==> config.mk <==
export PLATFORM = sky130hd
export DESIGN_NAME = cfct_plane_lane
export DESIGN_NICKNAME = d
export VERILOG_FILES = /design/src/rtl/cfct_pkg.sv /design/src/rtl/cfct_plane_lane.sv
export SDC_FILE = /design/constraint.sdc
export NUM_CORES = 2
export LEC_CHECK = 0
export ABC_AREA = 1
export BUFFER_PORTS_ARGS = -buffer_cell sky130_fd_sc_hd__buf_2
export CAP_MARGIN = 25
export CORE_UTILIZATION = 60
export DETAILED_ROUTE_END_ITERATION = 6
export GPL_ROUTABILITY_DRIVEN = 0
export PLACE_DENSITY = 0.8
export SYNTH_ARGS = -nofsm -noshare
export SYNTH_HDL_FRONTEND = slang
export SYNTH_SLANG_ARGS = --single-unit
==> constraint.sdc <==
create_clock -name clk -period 8.4 [get_ports clk]
set_input_delay 2.52 -clock clk [delete_from_list [all_inputs] [get_ports clk]]
set_output_delay 2.52 -clock clk [all_outputs]
set_load 0.1 [all_outputs]
==> src/rtl/cfct_pkg.sv <==
// Shared types, widths and register codes for the chunk frustum cull test.
`timescale 1ns / 1ps
package cfct_pkg;

  localparam int SIZE_W  = 11;
  localparam int AMP_W   = 24;
  localparam int NRM_W   = 16;
  localparam int DIST_W  = 32;
  localparam int COORD_W = 16;
  localparam int SLOT_W  = 3;

  localparam int IN_DATA_W  = 120;
  localparam int OUT_DATA_W = 8;
  localparam int CFG_IDX_W  = 2;
  localparam int CFG_DATA_W = 24;

  localparam int ABOX_W = COORD_W + 1 + SIZE_W + 1;
  localparam int PRD_W  = NRM_W + ABOX_W;
  localparam int ABS_W  = NRM_W + 1;
  localparam int RAD_W  = SIZE_W + ABS_W;
  localparam int PY_W   = AMP_W + NRM_W - 1;
  localparam int T_W    = PRD_W + 3;
  localparam int U_W    = DIST_W + 17;
  localparam int S_W    = T_W + 9;

  localparam logic [SIZE_W-1:0] SIZE_RST = SIZE_W'(32);
  localparam logic [AMP_W-1:0]  AMP_RST  = AMP_W'(256);

  localparam logic [CFG_IDX_W-1:0] REG_CHUNK_SIZE = CFG_IDX_W'(0);
  localparam logic [CFG_IDX_W-1:0] REG_AMPLITUDE  = CFG_IDX_W'(1);

  localparam logic KIND_LOAD = 1'b0;
  localparam logic KIND_TEST = 1'b1;

  typedef struct packed {
    logic signed [NRM_W-1:0]  nx;
    logic signed [NRM_W-1:0]  ny;
    logic signed [NRM_W-1:0]  nz;
    logic signed [DIST_W-1:0] offs;
  } plane_t;

  typedef struct packed {
    logic adv2;
    logic adv3;
  } lane_ctl_t;

endpackage

==> src/rtl/cfct_plane_lane.sv <==
// One plane lane: products, partial sums and the outside decision for a chunk box.
`timescale 1ns / 1ps
module cfct_plane_lane (
  input  logic                                  clk,
  input  cfct_pkg::lane_ctl_t                   ctl,
  input  cfct_pkg::plane_t                      plane,
  input  logic signed [cfct_pkg::ABOX_W-1:0]    box_a,
  input  logic signed [cfct_pkg::ABOX_W-1:0]    box_b,
  input  logic        [cfct_pkg::SIZE_W-1:0]    size,
  input  logic        [cfct_pkg::AMP_W-1:0]     amp,
  output logic                                  outside
);
  import cfct_pkg::*;

  logic signed [ABS_W-1:0]  nx_ext;
  logic signed [ABS_W-1:0]  nz_ext;
  logic        [ABS_W-1:0]  nx_abs;
  logic        [ABS_W-1:0]  nz_abs;
  logic        [NRM_W-2:0]  ny_pos;

  logic signed [PRD_W-1:0]  px_r, px_nxt;
  logic signed [PRD_W-1:0]  pz_r, pz_nxt;
  logic        [RAD_W-1:0]  rx_r, rx_nxt;
  logic        [RAD_W-1:0]  rz_r, rz_nxt;
  logic        [PY_W-1:0]   py_r, py_nxt;
  logic signed [DIST_W-1:0] dist_r;

  logic signed [T_W-1:0]    t_r, t_nxt;
  logic signed [U_W-1:0]    u_r, u_nxt;
  logic signed [S_W-1:0]    s_sum;

  always_comb begin
    nx_ext = ABS_W'(plane.nx);
    nz_ext = ABS_W'(plane.nz);
    nx_abs = nx_ext[ABS_W-1] ? ABS_W'(-nx_ext) : nx_ext;
    nz_abs = nz_ext[ABS_W-1] ? ABS_W'(-nz_ext) : nz_ext;
    ny_pos = plane.ny[NRM_W-1] ? '0 : plane.ny[NRM_W-2:0];
    px_nxt = plane.nx * box_a;
    pz_nxt = plane.nz * box_b;
    rx_nxt = size * nx_abs;
    rz_nxt = size * nz_abs;
    py_nxt = amp * ny_pos;
  end

  always_ff @(posedge clk) begin
    if (ctl.adv2) begin
      px_r   <= px_nxt;
      pz_r   <= pz_nxt;
      rx_r   <= rx_nxt;
      rz_r   <= rz_nxt;
      py_r   <= py_nxt;
      dist_r <= plane.offs;
    end
  end

  always_comb begin
    t_nxt = T_W'(px_r) + T_W'(pz_r) + T_W'(rx_r) + T_W'(rz_r);
    u_nxt = U_W'($signed({dist_r, 15'd0})) + U_W'({py_r, 1'b0});
  end

  always_ff @(posedge clk) begin
    if (ctl.adv3) begin
      t_r <= t_nxt;
      u_r <= u_nxt;
    end
  end

  assign s_sum   = S_W'($signed({t_r, 8'd0})) + S_W'(u_r);
  assign outside = s_sum[S_W-1];

endmodule

=== Word level (Yosys, flattened, before mapping) ===
Index checks and enable logic that the tools add are counted.
W data, S select, Z words.

* $add $sub $neg: 7
* Multipliers: 5
* Multiplexer cells: 3

{| class="wikitable"
|+ Operator list
! cell !! count
|-
| $mul A16 B29 Y45 || 2
|-
| $add A56 B48 Y57 || 1
|-
| $mul A11 B17 Y28 || 2
|-
| $add A47 B29 Y48 || 1
|-
| $add A47 B41 Y48 || 1
|-
| $add A46 B29 Y47 || 1
|-
| $add A45 B45 Y46 || 1
|-
| $mul A24 B15 Y39 || 1
|-
| $mux W17 || 2
|-
| $neg A16 Y17 || 2
|-
| $mux W15 || 1
|}

* Flip-flop bits (word level): 313
* Input port bits: 176
* Output and inout bits: 1
* Logic and storage cells: 23

=== Longest topological paths before layout ===
* Depth after elaboration: 3
* Depth in mapped cells: 31
* Mapped depth without buffers: 30

=== Worst setup path after synthesis ===
Ideal clock, no wire load.

* Path kind: in2reg
* From: input port plane[63] (netlist bit)
* To: register py_r[34], data pin
* Library setup time: 0.252 ns
* Arrival time: 7.814 ns
* Data required time: 8.148 ns
* Slack: 0.334 ns
* Stages: 27
* Path buffers: 2
* Cells stage by stage: inv_2 > clkbuf_1 > nand2_1 > inv_1 > clkbuf_1 > nand2_1 > fa_1 > fa_1 > fa_1 > inv_1 > fa_1 > fa_1 > inv_1 > fa_1 > inv_1 > ha_1 > nand2_1 > inv_1 > a21oi_1 > a21boi_0 > nand2_2 > nand2_1 > nand2_1 > nand2_1 > nand2_1 > nand2_1 > nand2_1

* Cells in the longest elaborated chain, start to end: 2

{| class="wikitable"
|+ RTL lines
! what !! line !! RTL
|-
| start: declaration || cfct_plane_lane.sv:6 || <nowiki>input cfct_pkg::plane_t plane,</nowiki>
|-
| $mux W15 || cfct_plane_lane.sv:37 || <nowiki>ny_pos = plane.ny[NRM_W-1] ? '0 : plane.ny[NRM_W-2:0];</nowiki>
|-
| $mul A24 B15 Y39 || cfct_plane_lane.sv:42 || <nowiki>py_nxt = amp * ny_pos;</nowiki>
|-
| net py_nxt[34] || cfct_plane_lane.sv:25 || <nowiki>logic [PY_W-1:0] py_r, py_nxt;</nowiki>
|-
| end signal: assignment || cfct_plane_lane.sv:51 || <nowiki>py_r <= py_nxt;</nowiki>
|-
| end: declaration || cfct_plane_lane.sv:25 ||
|}

The timed path passes the listed nets, and every way through them passes these cells.
A chain may end at the register's enable or synchronous reset.

=== Final worst setup path ===
* From: input port plane[71] (netlist bit)
* To: register px_r[40], data pin

* Cells in the longest elaborated chain, start to end: 1

{| class="wikitable"
|+ RTL lines
! what !! line !! RTL
|-
| $mul A16 B29 Y45 || cfct_plane_lane.sv:38 || <nowiki>px_nxt = plane.nx * box_a;</nowiki>
|-
| net px_nxt[40] || cfct_plane_lane.sv:21 || <nowiki>logic signed [PRD_W-1:0] px_r, px_nxt;</nowiki>
|-
| end signal: assignment || cfct_plane_lane.sv:47 || <nowiki>px_r <= px_nxt;</nowiki>
|-
| end: declaration || cfct_plane_lane.sv:21 ||
|}

The timed path passes the listed nets, and every way through them passes these cells.

==> impl_metrics.csv <==
group,metric,value,unit
drt,drt-met1-wl,76200,um
clock_tree,postCtsSetupBuffers,0,
drt,via_count,61851,
finish,num-nets-final,11740,
die,core,0.124,mm2
timing,finalSetupTns,0,ps
timing,tightest_slew,885,ps
logic_synthesis,synth_top_area_cell,"fa_1",
finish,antenna_cells,0,
die,die_area,0.127,mm2
die,ios,177,
global_routing,grt_pass1_vias,64760,
timing,finClkSkew,32.8,ps
timing,final.period_utilization,96.1,%
timing,fin_worst_hold_slack,420,ps
drt,highest_layer,"met5",
logic_synthesis,synth_seq_cells,298,
critical_path,path_class,"in -> reg",
critical_path,r2r_cells,11,
critical_path,path_max_fanout,29,
critical_path,crit_end,"px_r[40]$_DFFE_PP_",
timing,fmax,124,MHz
logic_synthesis,async_reset_ff_share,0,%
clock_tree,cts_sinks,298,
critical_path,critPathLaunch,"plane[71]",
timing,fin_crit,8070,ps
die,num_rows,129,
global_routing,antenna_found_initial,1,
die,initial_core_util,60.7,%
place,dp_hpwl,170000,um
logic_synthesis,yosysWarnings,0,
global_routing,grt_max_degree,110,
drt,drc,43,
finish,n_fill_cell,9995,
clock_tree,cts_resized,0,
drt,wl_met2,94500,um
critical_path,r2r-end,"t_r[33]$_DFFE_PP_",
place,dp_slack,-248,ps
outcome,failed_checks,"DRC",
drt,wl,202000,um
logic_synthesis,synth_flop_cell,"edfxtp_1",
place,port_buffers,176,
finish,layout-drive-gt1-share,5.75,%
critical_path,endpoint_kind,"register",
global_routing,grtUsageTotal,32.9,%
timing,grt_setup_unrepaired,"true",
global_routing,grt_overflow,0,
clock_tree,cts_inserted_buffers,29,
drt,drtAntennaViolNets,0,
finish,multi_input_area,0.0562,mm2
clock_tree,cts.reportedPaths.clkPinSlew,60,ps
finish,areaGrowthSynthToFinish,6.67,%
timing,slew_headroom,41.0,%
clock_tree,clk_path_buf_depth,3,
drt,dr.first_iter.drc_count,6659,
drt,viasPerCell,5.56,
logic_synthesis,synth_edf_count,298,
finish,fin_cells,11117,
critical_path,start_kind,"input port",
drt,drt_pass1_iterations,7,
flow_run,cap_viol_max_count,0,
clock_tree,cts-root-buf,"clkbuf_16",
timing,fin_ws,328,ps
place,dp.cells,11068,
clock_tree,hold_buffers,0,
timing,setup_viol,0,
timing,finalMaxSlewViolations,0,
clock_tree,cts_tree,"built",
min_path,hold_path_class,"reg -> reg",
drt,wl_met3,21300,um
clock_tree,worstSkewPairLatency,590,ps
critical_path,cp.arrival,8400,ps
drt,wl_per_cell,18.1,um
logic_synthesis,yosys-top-cells-area,"fa_1 40%, inv_1 12%, edfxtp_1 12%",
die,die_height,356,um
logic_synthesis,synth_top_area_share,39.8,%
critical_path,r2r-start,"px_r[1]$_DFFE_PP_",
logic_synthesis,syn-cell-area,0.0753,mm2
critical_path,crit_required,8720,ps
logic_synthesis,ys_types,49,
die,die_w,356,um
logic_synthesis,syn_area_per_cell,8.12,um2
outcome,status,"finished, violations left",
timing,final_hold_viol_count,0,
critical_path,r2r_slack,4490,ps
finish,regArea,0.00895,mm2
clock_tree,htree_levels,1,
global_routing,grt_pass1_wl,332000,um
logic_synthesis,syn_inst,9267,
logic_synthesis,seq_area_frac_synth,11.9,%
-- through the flow --
step / area, um2 / utilization, %
floorplan: 75400 / -
global placement: 79400 / 64.0
detailed placement: 79400 / 64.0
CTS: 80300 / 64.7
global route: 80300 / 64.7
finish: 80300 / 64.7
-- flip-flops by register name, indices dropped and copies added, names as in the netlist --
register and flops:
pz_r 45, t_r 48, dist_r 32, px_r 45, rz_r 28, py_r 32
rx_r 28, u_r 40
-- cell families after synthesis --
family                   count (synthesis)  share of synthesized area [%]
adder cells (fa/ha/maj)               2101                           49.8
buffers and inverters                 2713                           13.5
XOR/XNOR                               218                           2.57
AND/OR/NAND/NOR                       3262                           17.2
flip-flops                             298                           11.9
other                                    2                        0.00997
AO/OA/AOI/OAI                          673                           4.98
-- synth_stat cells (26+ instances only) --
| cell | n |
|---|---|
| inv_1 | 2406 |
| nand2_1 | 2112 |
| fa_1 | 1497 |
| nor2_1 | 775 |
| ha_1 | 604 |
| a21oi_1 | 323 |
| edfxtp_1 | 298 |
| clkbuf_1 | 268 |
| o21ai_0 | 188 |
| nand3_1 | 176 |
| xor2_1 | 143 |
| xnor2_1 | 72 |
| nor3_1 | 61 |
| nand4_1 | 57 |
| o21bai_1 | 48 |
| a21o_1 | 26 |
-- layout by cell type (no fill, tap or decap), types with 8 or more instances in the layout --
cell,instances
buf_2,174
clkbuf_16,29
nor4_1,16
ha_1,604
clkinv_1,15
nand2_1,2112
buf_12,24
nand2_2,12
xor2_1,143
nand3b_1,8
a21o_1,26
inv_2,10
conb_1,22
fa_1,1497
a21boi_0,13
nand3_1,176
buf_4,229
nor3_1,61
edfxtp_1,298
o21a_1,18
xnor2_1,72
a31oi_1,20
nand4_1,57
o21bai_1,48
o21ai_1,12
or2_2,22
o21ai_0,187
inv_1,2406
a21oi_1,322
nor2_1,775
-- layout make-up --
| type | count | area share (%) |
|---|---|---|
| clock buffer | 34 | 0.927 |
| clock inverter | 14 | 0.139 |
| multi-input combinational | 6276 | 70.0 |
| timing repair buffer | 429 | 3.87 |
| inverter | 2429 | 11.4 |
| tap | 1637 | 2.55 |
| sequential | 298 | 11.1 |
-- routing by layer --
layer	up-vias	global-route usage, %
met5	-	0
li1	27613	-
met4	2	13.2
met3	627	5.35
met2	3558	53.5
met1	30051	44.1
-- critical path, stage by stage --
cell,delay (ps)
buf_2,510
nand2_1,200
inv_1,170
fa_1,540
fa_1,540
inv_1,60
fa_1,580
inv_1,60
fa_1,470
inv_1,50
fa_1,470
inv_1,40
fa_1,430
ha_1,410
nand2_1,100
nor2_1,150
inv_1,90
nor4_1,540
nand3_1,210
nand4_1,140
nand2_1,80
-- worst min path at each step --
| stage | from | end | cells past startpoint |
|---|---|---|---|
| global route | py_r[9]$_DFFE_PP_ | u_r[10]$_DFFE_PP_ | 0 |
| global placement | py_r[13]$_DFFE_PP_ | u_r[14]$_DFFE_PP_ | 0 |
| detailed placement | py_r[11]$_DFFE_PP_ | u_r[12]$_DFFE_PP_ | 0 |
| CTS | py_r[11]$_DFFE_PP_ | u_r[12]$_DFFE_PP_ | 0 |
| finish | py_r[11]$_DFFE_PP_ | u_r[12]$_DFFE_PP_ | 0 |
| floorplan | py_r[9]$_DFFE_PP_ | u_r[10]$_DFFE_PP_ | 0 |
Power is left out: the tool's default activity adds up to more than one toggle a clock period on the data nets, which glitch-free logic cannot reach.
